`src/design/trapezoid_rule_integrator_macros.svh`:
```
// assertion macros shared by the integrator modules
`ifndef TRAPEZOID_RULE_INTEGRATOR_MACROS_SVH
`define TRAPEZOID_RULE_INTEGRATOR_MACROS_SVH
`ifndef SYNTHESIS
`define TRAPZ_ASSERT_NOW(label, clk, rst, ante, cons) \
   label: assert property (@(posedge clk) disable iff (rst) (ante) |-> (cons)) \
      else $error("assertion failed");
`define TRAPZ_ASSERT_NEXT(label, clk, rst, ante, cons) \
   label: assert property (@(posedge clk) disable iff (rst) (ante) |=> (cons)) \
      else $error("assertion failed");
`else
`define TRAPZ_ASSERT_NOW(label, clk, rst, ante, cons)
`define TRAPZ_ASSERT_NEXT(label, clk, rst, ante, cons)
`endif
`endif

```
`src/design/trapz_pkg.sv`:
```
package trapz_pkg;

   localparam int X_W      = 32;
   localparam int CNT_W    = 13;
   localparam int STEP_W   = 31;
   localparam int FRAC_W   = 28;
   localparam int F_W      = FRAC_W + 1;
   localparam int DEN_W    = 36;

   localparam int MAX_POINTS_DEFAULT = 4096;

   localparam logic [STEP_W-1:0] STEP_RESET = STEP_W'(2684);
   localparam logic [DEN_W-1:0]  FIVE_Q28   = DEN_W'(64'd5 << FRAC_W);

   typedef struct packed {
      logic                  start;
      logic signed [X_W-1:0] x;
   } eval_req_type;

   typedef struct packed {
      logic                  done;
      logic signed [F_W-1:0] f;
   } eval_rsp_type;

endpackage

```
`src/design/trapezoid_rule_integrator.sv`:
```
// the point count is clamped to MAX_POINTS, and a count of 0 is handled like a count of 1
// every sample runs through a bit-serial square and a restoring divide,
//   the final scale by the step is a bit-serial multiply
// one request at a time: req_stall is high until the block is back in idle; the next is taken while a result waits
// synchronous active-high reset clears control state and loads step_size with 2684
`include "trapezoid_rule_integrator_macros.svh"

module trapezoid_rule_integrator #(
   parameter int MAX_POINTS = trapz_pkg::MAX_POINTS_DEFAULT
) (
   input  logic                             clock,
   input  logic                             reset,
   input  logic                             req_valid,
   output logic                             req_stall,
   input  logic signed [trapz_pkg::X_W-1:0] req_start_point,
   input  logic signed [trapz_pkg::X_W-1:0] req_end_point,
   input  logic [trapz_pkg::CNT_W-1:0]      req_point_count,
   output logic                             rsp_valid,
   input  logic                             rsp_stall,
   output logic signed [trapz_pkg::X_W-1:0] rsp_integral,
   output logic                             rsp_saturated,
   input  logic                             csr_wr_en,
   input  logic [trapz_pkg::STEP_W-1:0]     csr_wr_data
);

   localparam int X_W    = trapz_pkg::X_W;
   localparam int CNT_W  = trapz_pkg::CNT_W;
   localparam int STEP_W = trapz_pkg::STEP_W;
   localparam int RC_W   = $clog2(MAX_POINTS);
   localparam int PC_W   = (CNT_W > $clog2(MAX_POINTS + 1)) ? CNT_W : $clog2(MAX_POINTS + 1);
   localparam int XR_W   = X_W + RC_W + 1;
   localparam int ACC_W  = RC_W + 31;
   localparam int PR_W   = ACC_W + 2;
   localparam int CW     = $clog2(STEP_W);
   localparam logic [CW-1:0]  SC_LAST = CW'(STEP_W - 1);
   localparam logic [X_W-1:0] Q_MAX   = {1'b0, {(X_W-1){1'b1}}};
   localparam logic [X_W-1:0] Q_MIN   = {1'b1, {(X_W-1){1'b0}}};

   typedef enum logic [4:0] {
      ST_IDLE   = 5'b00001,
      ST_EVAL   = 5'b00010,
      ST_MAGN   = 5'b00100,
      ST_SCALE  = 5'b01000,
      ST_FINISH = 5'b10000
   } state_type;

   typedef enum logic [2:0] {
      PT_A     = 3'b001,
      PT_B     = 3'b010,
      PT_INNER = 3'b100
   } point_type;

   state_type               state_ff, state_in;
   point_type               sel_ff, sel_in;
   logic [STEP_W-1:0]       step_ff, step_in;
   logic signed [X_W-1:0]   b_ff, b_in;
   logic signed [XR_W-1:0]  x_run_ff, x_run_in;
   logic [RC_W-1:0]         rem_cnt_ff, rem_cnt_in;
   logic signed [ACC_W-1:0] acc_ff, acc_in;
   logic                    neg_ff, neg_in;
   logic [ACC_W-1:0]        mag_ff, mag_in;
   logic [STEP_W-1:0]       hs_ff, hs_in;
   logic [ACC_W-1:0]        p_ff, p_in;
   logic [STEP_W-1:0]       lo_ff, lo_in;
   logic [CW-1:0]           cnt_ff, cnt_in;
   logic                    rsp_valid_ff, rsp_valid_in;
   logic signed [X_W-1:0]   rsp_integral_ff, rsp_integral_in;
   logic                    rsp_saturated_ff, rsp_saturated_in;

   trapz_pkg::eval_req_type eval_req;
   trapz_pkg::eval_rsp_type eval_rsp;

   logic [PC_W-1:0]         n_ext, n_cl;
   logic [RC_W-1:0]         inner_cnt;
   logic                    x_in_range;
   logic [X_W-1:0]          x_clamp;
   logic signed [ACC_W-1:0] f_ext;
   logic [ACC_W:0]          sc_sum;
   logic [PR_W-1:0]         prod;
   logic                    hi_nz, sat;
   logic                    out_free;

   trapz_integrand u_integrand (
      .clock    (clock),
      .reset    (reset),
      .eval_req (eval_req),
      .eval_rsp (eval_rsp)
   );

   assign n_ext     = PC_W'(req_point_count);
   assign n_cl      = (n_ext > PC_W'(MAX_POINTS)) ? PC_W'(MAX_POINTS) : n_ext;
   assign inner_cnt = (n_cl == '0) ? '0 : RC_W'(n_cl - PC_W'(1));

   // running abscissa is exact, clamp only on the way into the integrand
   assign x_in_range = (&x_run_ff[XR_W-1:X_W-1]) || !(|x_run_ff[XR_W-1:X_W-1]);
   assign x_clamp    = x_in_range ? x_run_ff[X_W-1:0] : (x_run_ff[XR_W-1] ? Q_MIN : Q_MAX);

   assign f_ext  = ACC_W'(eval_rsp.f);
   assign sc_sum = {1'b0, p_ff} + (hs_ff[0] ? {1'b0, mag_ff} : '0);
   // product >> 29: keep the top two bits that shifted out of p
   assign prod   = {p_ff, lo_ff[STEP_W-1:STEP_W-2]};
   assign hi_nz  = |prod[PR_W-1:X_W];
   assign sat    = neg_ff ? (hi_nz || (prod[X_W-1] && (|prod[X_W-2:0])))
                          : (hi_nz || prod[X_W-1]);
   assign out_free = !rsp_valid_ff || !rsp_stall;

   always_comb begin
      state_in         = state_ff;
      sel_in           = sel_ff;
      step_in          = step_ff;
      b_in             = b_ff;
      x_run_in         = x_run_ff;
      rem_cnt_in       = rem_cnt_ff;
      acc_in           = acc_ff;
      neg_in           = neg_ff;
      mag_in           = mag_ff;
      hs_in            = hs_ff;
      p_in             = p_ff;
      lo_in            = lo_ff;
      cnt_in           = cnt_ff;
      rsp_valid_in     = rsp_valid_ff && rsp_stall;
      rsp_integral_in  = rsp_integral_ff;
      rsp_saturated_in = rsp_saturated_ff;
      eval_req.start   = 1'b0;
      eval_req.x       = req_start_point;

      if (csr_wr_en) begin
         step_in = csr_wr_data;
      end

      case (state_ff)
         ST_IDLE: begin
            if (req_valid) begin
               b_in           = req_end_point;
               x_run_in       = XR_W'(req_start_point) + XR_W'(signed'({1'b0, step_ff}));
               rem_cnt_in     = inner_cnt;
               acc_in         = '0;
               sel_in         = PT_A;
               eval_req.start = 1'b1;
               eval_req.x     = req_start_point;
               state_in       = ST_EVAL;
            end
         end
         ST_EVAL: begin
            if (eval_rsp.done) begin
               acc_in = acc_ff + ((sel_ff == PT_INNER) ? (f_ext <<< 1) : f_ext);
               case (sel_ff)
                  PT_A: begin
                     sel_in         = PT_B;
                     eval_req.start = 1'b1;
                     eval_req.x     = b_ff;
                  end
                  PT_B, PT_INNER: begin
                     if (rem_cnt_ff != '0) begin
                        sel_in         = PT_INNER;
                        eval_req.start = 1'b1;
                        eval_req.x     = x_clamp;
                        x_run_in       = x_run_ff + XR_W'(signed'({1'b0, step_ff}));
                        rem_cnt_in     = rem_cnt_ff - 1'b1;
                     end else begin
                        state_in = ST_MAGN;
                     end
                  end
                  default: begin
                     state_in = ST_MAGN;
                  end
               endcase
            end
         end
         ST_MAGN: begin
            neg_in   = acc_ff[ACC_W-1];
            mag_in   = acc_ff[ACC_W-1] ? ACC_W'(-acc_ff) : ACC_W'(acc_ff);
            hs_in    = step_ff;
            p_in     = '0;
            cnt_in   = '0;
            state_in = ST_SCALE;
         end
         ST_SCALE: begin
            p_in   = sc_sum[ACC_W:1];
            lo_in  = {sc_sum[0], lo_ff[STEP_W-1:1]};
            hs_in  = hs_ff >> 1;
            cnt_in = cnt_ff + 1'b1;
            if (cnt_ff == SC_LAST) begin
               state_in = ST_FINISH;
            end
         end
         ST_FINISH: begin
            if (out_free) begin
               rsp_valid_in     = 1'b1;
               rsp_saturated_in = sat;
               if (sat) begin
                  rsp_integral_in = neg_ff ? Q_MIN : Q_MAX;
               end else begin
                  rsp_integral_in = neg_ff ? -prod[X_W-1:0] : prod[X_W-1:0];
               end
               state_in = ST_IDLE;
            end
         end
         default: begin
            state_in = ST_IDLE;
         end
      endcase
   end

   always_ff @(posedge clock) begin
      if (reset) begin
         state_ff     <= ST_IDLE;
         sel_ff       <= PT_A;
         step_ff      <= trapz_pkg::STEP_RESET;
         rsp_valid_ff <= 1'b0;
      end else begin
         state_ff     <= state_in;
         sel_ff       <= sel_in;
         step_ff      <= step_in;
         rsp_valid_ff <= rsp_valid_in;
      end
      b_ff             <= b_in;
      x_run_ff         <= x_run_in;
      rem_cnt_ff       <= rem_cnt_in;
      acc_ff           <= acc_in;
      neg_ff           <= neg_in;
      mag_ff           <= mag_in;
      hs_ff            <= hs_in;
      p_ff             <= p_in;
      lo_ff            <= lo_in;
      cnt_ff           <= cnt_in;
      rsp_integral_ff  <= rsp_integral_in;
      rsp_saturated_ff <= rsp_saturated_in;
   end

   assign req_stall     = (state_ff != ST_IDLE);
   assign rsp_valid     = rsp_valid_ff;
   assign rsp_integral  = rsp_integral_ff;
   assign rsp_saturated = rsp_saturated_ff;

   `TRAPZ_ASSERT_NEXT(a_transfer_starts_eval, clock, reset, req_valid && !req_stall, state_ff == ST_EVAL)
   `TRAPZ_ASSERT_NOW(a_done_only_in_eval, clock, reset, eval_rsp.done, state_ff == ST_EVAL)
   `TRAPZ_ASSERT_NOW(a_sat_is_clamped, clock, reset, rsp_valid_ff && rsp_saturated_ff, rsp_integral_ff == Q_MAX || rsp_integral_ff == Q_MIN)
   `TRAPZ_ASSERT_NEXT(a_finish_loads_rsp, clock, reset, state_ff == ST_FINISH && out_free, rsp_valid_ff && state_ff == ST_IDLE)

endmodule

```
`src/design/trapz_integrand.sv`:
```
`include "trapezoid_rule_integrator_macros.svh"

module trapz_integrand (
   input  logic                    clock,
   input  logic                    reset,
   input  trapz_pkg::eval_req_type eval_req,
   output trapz_pkg::eval_rsp_type eval_rsp
);

   localparam int X_W    = trapz_pkg::X_W;
   localparam int FRAC_W = trapz_pkg::FRAC_W;
   localparam int F_W    = trapz_pkg::F_W;
   localparam int DEN_W  = trapz_pkg::DEN_W;
   localparam int CW     = $clog2(X_W);
   localparam logic [CW-1:0] SQ_LAST  = CW'(X_W - 1);
   localparam logic [CW-1:0] DIV_LAST = CW'(FRAC_W - 1);

   typedef enum logic [4:0] {
      PH_IDLE   = 5'b00001,
      PH_SQUARE = 5'b00010,
      PH_DENOM  = 5'b00100,
      PH_DIVIDE = 5'b01000,
      PH_FINISH = 5'b10000
   } phase_type;

   phase_type             phase_ff, phase_in;
   logic [CW-1:0]         cnt_ff, cnt_in;
   logic                  neg_ff, neg_in;
   logic [X_W-1:0]        m_ff, m_in;
   logic [X_W-1:0]        mult_ff, mult_in;
   logic [X_W-1:0]        p_ff, p_in;
   logic [X_W-1:0]        lo_ff, lo_in;
   logic [DEN_W-1:0]      den_ff, den_in;
   logic [DEN_W-1:0]      rem_ff, rem_in;
   logic [FRAC_W-1:0]     quo_ff, quo_in;
   logic                  done_ff, done_in;
   logic signed [F_W-1:0] f_ff, f_in;

   logic [X_W:0]          sq_sum;
   logic [DEN_W-1:0]      rem_shift;
   logic [DEN_W:0]        diff;
   logic [X_W-1:0]        x_mag;

   assign x_mag     = eval_req.x[X_W-1] ? X_W'(-eval_req.x) : X_W'(eval_req.x);
   // one multiplier bit per cycle, low product bits shift out into lo
   assign sq_sum    = {1'b0, p_ff} + (mult_ff[0] ? {1'b0, m_ff} : '0);
   assign rem_shift = {rem_ff[DEN_W-2:0], 1'b0};
   assign diff      = {1'b0, rem_shift} - {1'b0, den_ff};

   always_comb begin
      phase_in = phase_ff;
      cnt_in   = cnt_ff;
      neg_in   = neg_ff;
      m_in     = m_ff;
      mult_in  = mult_ff;
      p_in     = p_ff;
      lo_in    = lo_ff;
      den_in   = den_ff;
      rem_in   = rem_ff;
      quo_in   = quo_ff;
      done_in  = 1'b0;
      f_in     = f_ff;
      case (phase_ff)
         PH_IDLE: begin
            if (eval_req.start) begin
               neg_in   = eval_req.x[X_W-1];
               m_in     = x_mag;
               mult_in  = x_mag;
               p_in     = '0;
               cnt_in   = '0;
               phase_in = PH_SQUARE;
            end
         end
         PH_SQUARE: begin
            p_in    = sq_sum[X_W:1];
            lo_in   = {sq_sum[0], lo_ff[X_W-1:1]};
            mult_in = mult_ff >> 1;
            cnt_in  = cnt_ff + 1'b1;
            if (cnt_ff == SQ_LAST) begin
               phase_in = PH_DENOM;
            end
         end
         PH_DENOM: begin
            den_in   = DEN_W'({p_ff, lo_ff[X_W-1:FRAC_W]}) + trapz_pkg::FIVE_Q28;
            // numerator is m << 28 and m < den, so quotient fits FRAC_W bits
            rem_in   = DEN_W'(m_ff);
            cnt_in   = '0;
            phase_in = PH_DIVIDE;
         end
         PH_DIVIDE: begin
            if (!diff[DEN_W]) begin
               rem_in = diff[DEN_W-1:0];
               quo_in = {quo_ff[FRAC_W-2:0], 1'b1};
            end else begin
               rem_in = rem_shift;
               quo_in = {quo_ff[FRAC_W-2:0], 1'b0};
            end
            cnt_in = cnt_ff + 1'b1;
            if (cnt_ff == DIV_LAST) begin
               phase_in = PH_FINISH;
            end
         end
         PH_FINISH: begin
            done_in  = 1'b1;
            f_in     = neg_ff ? -signed'({1'b0, quo_ff}) : signed'({1'b0, quo_ff});
            phase_in = PH_IDLE;
         end
         default: begin
            phase_in = PH_IDLE;
         end
      endcase
   end

   always_ff @(posedge clock) begin
      if (reset) begin
         phase_ff <= PH_IDLE;
         done_ff  <= 1'b0;
      end else begin
         phase_ff <= phase_in;
         done_ff  <= done_in;
      end
      cnt_ff  <= cnt_in;
      neg_ff  <= neg_in;
      m_ff    <= m_in;
      mult_ff <= mult_in;
      p_ff    <= p_in;
      lo_ff   <= lo_in;
      den_ff  <= den_in;
      rem_ff  <= rem_in;
      quo_ff  <= quo_in;
      f_ff    <= f_in;
   end

   assign eval_rsp.done = done_ff;
   assign eval_rsp.f    = f_ff;

   `TRAPZ_ASSERT_NOW(a_start_when_idle, clock, reset, eval_req.start, phase_ff == PH_IDLE)
   `TRAPZ_ASSERT_NOW(a_rem_below_den, clock, reset, phase_ff == PH_DIVIDE, rem_ff < den_ff)
   `TRAPZ_ASSERT_NOW(a_den_floor, clock, reset, phase_ff == PH_DIVIDE, den_ff >= trapz_pkg::FIVE_Q28)

endmodule

```
`config.mk`:
```
export PLATFORM = sky130hd
export DESIGN_NAME = trapezoid_rule_integrator
export DESIGN_NICKNAME = d
export VERILOG_FILES = /design/src/design/trapz_pkg.sv /design/src/design/trapezoid_rule_integrator.sv /design/src/design/trapz_integrand.sv
export VERILOG_INCLUDE_DIRS = /design/src /design/src/design
export SDC_FILE = /design/constraint.sdc
export NUM_CORES = 2
export LEC_CHECK = 0
export BUFFER_PORTS_ARGS = -buffer_cell sky130_fd_sc_hd__buf_2
export CORE_MARGIN = 5
export CORE_UTILIZATION = 52
export DETAILED_ROUTE_END_ITERATION = 10
export PLACE_DENSITY = 0.76
export SKIP_LAST_GASP = 1
export SLEW_MARGIN = 5
export SYNTH_ARGS = -nofsm -noshare
export SYNTH_HDL_FRONTEND = slang
export SYNTH_SLANG_ARGS = --single-unit
```
`constraint.sdc`:
```
create_clock -name clock -period 8.07 [get_ports clock]
set_input_delay 2.0175 -clock clock [delete_from_list [all_inputs] [get_ports clock]]
set_output_delay 2.0175 -clock clock [all_outputs]
set_load 0.005 [all_outputs]
```
# Word-level counts from Yosys, hierarchy flattened

Cells that the tools add are included.

$add $sub $neg: 15
Magnitude comparators: 1
Equality and inequality tests: 30
Mux-type cells: 63
Reduce and logical (&&, ||, !) cells: 32

Operators with widths:

| kind                   | number |
|---|---|
| $mux 32                | 9 |
| $mux 45                | 4 |
| $pmux 43 s2            | 2 |
| $pmux 33 s2            | 2 |
| $mux 43                | 3 |
| $pmux 32 s2            | 2 |
| $mux 33                | 3 |
| $pmux 45 s2            | 1 |
| $pmux 35 s2            | 1 |
| $neg 32->32            | 2 |
| $pmux 31 s2            | 1 |
| $mux 12                | 5 |
| $add 45x32->45         | 1 |
| $mux 5                 | 9 |
| $add 43x43->44         | 1 |
| $add 43x30->43         | 1 |
| $neg 43->43            | 1 |
| $mux 42                | 1 |
| $sub 36x36->37         | 1 |
| $add 36x31->36 const B | 1 |
| $mux 35                | 1 |
| $add 32x32->33         | 1 |
| $add 32x33->33         | 1 |
| $reduce_or 31->1       | 1 |
| other kinds (43)       | 86 |

Register bits after elaboration: 627
Bits of input ports: 113
Output and inout port bits: 35
Word-level logic and storage cells: 171

# Depth between registers and ports, before layout

Word-level depth: 12
Depth in mapped cells: 20
Depth with buffers taken out: 16

# Cells and area by module

From an unflattened synthesis, not the netlist that was laid out.

Cells, all modules: 3806
Area, all modules: 36905.4 µm²

Modules (own cells, without submodules):

| module                    | times used | cells each | area an instance (µm²) | seq. area each (µm²) |
|---|---|---|---|---|
| trapezoid_rule_integrator | 1          | 2561       | 23278.6                | 9509.1 |
| trapz_integrand           | 1          | 1245       | 13626.8                | 7146.9 |

# Worst setup path after synthesis

OpenSTA, ideal clock, no wires.

Kind: input port to flip-flop
Start: input port req_valid
End: register u_integrand.mult_ff[0] (enable)
Setup time: 0.575 ns
Arrival time: 7.514 ns
Slack: -0.019 ns
Cell stages on the path: 4
Cell sequence: nand2_1 inv_1 nor2_1 o21ai_0

Longest elaborated chain between the ends: 4

RTL lines:

| item                              | RTL line                         | text |
|---|---|---|
| start: declaration                | trapezoid_rule_integrator.sv:13  | `input logic req_valid,` |
| $mux 33                           | trapezoid_rule_integrator.sv:133 | `if (req_valid) begin` |
| $pmux 33 s2                       | trapezoid_rule_integrator.sv:131 | `case (state_ff)` |
| $ne 2x2->1 (no source line)       | --                               |  |
| $reduce_and 2->1 (no source line) | --                               |  |
| end signal: assignment            | trapz_integrand.sv:125           | `mult_ff <= mult_in;` |
| end: declaration                  | trapz_integrand.sv:30            | `logic [X_W-1:0] mult_ff, mult_in;` |

No other way between the ends.
A chain may end at the register's enable or synchronous reset.

# Final worst setup path

Start: input port req_start_point[0] (netlist bit)
End: register x_run_ff[34], data pin

Longest elaborated chain between the ends: 3

RTL lines:

| item                   | RTL line                         | text |
|---|---|---|
| start: declaration     | trapezoid_rule_integrator.sv:15  | `input logic signed [trapz_pkg::X_W-1:0] req_start_point,` |
| $add 32x32->33         | trapezoid_rule_integrator.sv:135 | `x_run_in = XR_W'(req_start_point) + XR_W'(signed'({1'b0, step_ff}));` |
| $mux 45                | trapezoid_rule_integrator.sv:133 |  |
| $pmux 45 s2            | trapezoid_rule_integrator.sv:131 |  |
| via x_run_in[34]       | trapezoid_rule_integrator.sv:57  | `logic signed [XR_W-1:0] x_run_ff, x_run_in;` |
| end signal: assignment | trapezoid_rule_integrator.sv:218 | `x_run_ff <= x_run_in;` |
| end: declaration       | trapezoid_rule_integrator.sv:57  |  |

The timed path passes the listed nets, and every way through them passes these cells. The select of a mux whose other input is x is not followed.

==> flow_summary.json <==
{
  "rsz0062_at_grt": "no",
  "synth.largest_area_cell": "edfxtp_1",
  "pwr-share-seq_pct": 45.0,
  "most-common-layout-cells": "edfxtp_1 (524), nand2_1 (406), nor2_1 (324)",
  "routed_via_density": 5.91,
  "placed_cell_area_mm2": 0.0380,
  "start_kind": "primary input",
  "synth.distinct_cells": 93,
  "drtAntennaViolNets": 0,
  "vias": 28271,
  "period_share_pct": 67.3,
  "cp.required_ns": 8.38,
  "path_cells": "buf_2, ha_1, inv_1, fa_1, nor2b_1, o21ai_0, a21boi_0, o211ai_1, o211ai_1, nand3_1, a31oi_1, o21ai_0, nand2b_1, a211oi_1, o21ai_0, o21ai_0",
  "post-dp-hpwl_um": 63800,
  "die_h_um": 274,
  "post_cts_buffers": 0,
  "drv_cap": 0,
  "pwr-share-clk_pct": 34.9,
  "syn_inst": 3679,
  "fin_ws_ns": 2.64,
  "fillers": 5986,
  "clk_latency_ns": 0.63,
  "cts.clk_slew.worst_paths_ns": 0.06,
  "ys_warn_count": 0,
  "fin_nets": 4127,
  "ys_ff_latch": 570,
  "cpMaxStageDelayCell": "o21ai_0",
  "grt-ovfl-total": 0,
  "stdcell_count": 4784,
  "numCtsBuffers": 61,
  "peakVddDrop_uv": 188,
  "core-area_mm2": 0.0697,
  "antenna_found_initial": 21,
  "detail_route.first_pass.iterations": 6,
  "fin_util_pct": 57.6,
  "grt_pass1_wl_um": 140000,
  "place.gp.congestion": 0.942,
  "finalMaxSlewViolations": 0,
  "cts-root-buf": "clkbuf_16",
  "dp_slack_ns": 2.01,
  "yosys_most_used_dff": "edfxtp_1",
  "grt_start_max_net_pins": 80,
  "port_buffers": 147,
  "hold_ws_ns": 0.423,
  "design_area_mm2": 0.0401,
  "cts_tree": "done",
  "synth.cell_area_mm2": 0.0363,
  "critical_path_class": "in2reg",
  "drtIter0Drc": 2532,
  "hp-class": "reg2reg",
  "rows": 97,
  "start_util_pct": 52.2,
  "grt_pass1_vias": 27121,
  "die_x_um": 274,
  "globalRouteTotalUtil_pct": 22.7,
  "cts_hold_buf": 0,
  "io_pins": 148,
  "h-tree-depth": 2,
  "setup-violations-final": 0,
  "slew-limit-headroom_pct": 24.6,
  "p_int_mw": 6.01,
  "pwr-share-comb_pct": 20.1,
  "path_common_cell": "o21ai_0",
  "avgSynthCellArea_um2": 9.88,
  "status": "finished, final reports clean",
  "tightest_slew_ns": 1.12,
  "p_sw_mw": 2.43,
  "hold_viol_final": 0,
  "yosys.area.top_type_share_pct": 43.3,
  "total_power_mw": 8.43,
  "cts_resized": 0,
  "cts_sinks": 570,
  "powerDensity_mw_per_mm2": 210,
  "area_growth_syn_to_layout_pct": 10.4,
  "final.min_clock_period_ns": 5.43,
  "drc": 0,
  "tns_ns": 0,
  "power_leakage_nw": 15.5,
  "synth-seq-area-share_pct": 45.8,
  "synthArstFlopShare_pct": 0,
  "drt-total-wl_um": 87500,
  "wire_per_inst_um": 18.3,
  "cp_max_fo": 13,
  "fin_skew_ns": 0.0169,
  "timing.fmax_mhz": 184,
  "crit_path_end_kind": "flop",
  "slowest_delay_ns": 0.89,
  "synthTopCellsByArea": "edfxtp_1 (43%), ha_1 (7.8%), xnor2_1 (4.8%), nand2_1 (4.2%), a21oi_1 (3.8%)",
  "cp.arrival_ns": 5.74,
  "mostFrequentLayoutCell": "edfxtp_1",
  "drive_gt1_share_pct": 9.57,
  "synth_nets": 4024,
  "dieArea_mm2": 0.0753,
  "swShare_pct": 28.8,
  "synth_edf_count": 524,
  "clockBufferDepth": 3,
  "dpl.cell_count": 4659
}
-- area by class of cell --
class	count	area, um^2	share of cell area (%)
Timing Repair Buffer	176	953	2.38
Antenna cell	10	25.0	0.0623
Clock inverter	36	412	1.03
Inverter	120	450	1.12
Tap cell	940	1180	2.93
Multi-Input combinational cell	2853	18800	46.8
Clock buffer	79	1690	4.20
Sequential cell	570	16700	41.5
-- logic make-up (layout without fill, tap and decap cells) --
kind of cell               Yosys count  after routing  synth area share (%)
DFF                                570            570                  45.8
buffers and inverters              256            411                  2.74
and+or+nand+nor                   1228           1228                  16.1
xor gates and xnor gates           310            310                  7.47
AOI/OAI and AO/OA                 1015           1015                  17.8
muxes                               68             68                  2.02
other                                0             10                     0
adders and majority gates          232            232                  8.11
-- synth_stat cells, types with 8 or more instances --
library cell / number
a211oi_1: 25
a21o_1: 117
o41ai_1: 18
o31ai_1: 30
nand4_1: 32
a41oi_1: 9
a31o_2: 8
and2_1: 98
a2bb2oi_1: 13
dfxtp_1: 46
o21ai_0: 269
a211o_1: 12
inv_1: 116
ha_1: 226
and3_1: 22
o22ai_1: 10
mux2_2: 35
a31oi_1: 32
nor2_1: 325
nor4_1: 32
edfxtp_1: 524
buf_1: 20
xnor2_1: 201
nor3b_1: 11
nand3_1: 51
or2_2: 12
xor2_1: 109
a21oi_1: 277
clkbuf_1: 106
nand2b_1: 41
nand3b_1: 8
o211ai_1: 21
or4_1: 15
nor3_1: 75
o21a_1: 49
mux2i_1: 31
or3_1: 30
nand2_1: 407
nor2b_1: 40
o21bai_1: 35
o311ai_0: 20
-- path summary, 6_finish.rpt --
kind	start	end	slack (ns)	cells past startpoint
min reg2reg	u_integrand.lo_ff[28]	u_integrand.den_ff[0]	0.42	0
min	u_integrand.lo_ff[28]	u_integrand.den_ff[0]	0.42	0
max reg2reg	rem_cnt_ff[0]	u_integrand.mult_ff[28]	2.99	15
max	req_start_point[0]	x_run_ff[34]	2.64	16
-- power by group through the flow --
stage | combinational, mW | sequential (mW) | clock [mW]
final | 1.70 | 3.80 | 2.94
after global routing | 1.89 | 3.82 | 3.12
after floorplan | 1.32 | 3.75 | 0
after detailed placement | 1.67 | 3.85 | 0
after CTS | 1.69 | 3.79 | 2.98
after global placement | 1.63 | 3.85 | 0
-- worst max-delay path, delay by kind of cell --
| kind | cells | cell delay, ns |
|---|---|---|
| adder cells (fa/ha/maj) | 2 | 0.58 |
| buffers and inverters | 2 | 0.17 |
| AND/OR/NAND/NOR | 3 | 0.42 |
| AO/OA/AOI/OAI | 9 | 2.54 |
-- routing by layer --
metal,GRT usage (%),up-vias,share of wire (%)
met2,39.7,847,49
li1,-,13792,-
met4,7.95,20,3.8
met5,0,-,0.13
met1,28.4,13391,41
met3,3.78,221,6.5
-- flip-flops by register name (all words and copies together), names as in the netlist, 35 cells and up --
register / count
mag_ff: 43
u_integrand.rem_ff: 35
acc_ff: 43
x_run_ff: 45
u_integrand.den_ff: 36
p_ff: 43
No activity file was read; power rests on OpenSTA's default activity.
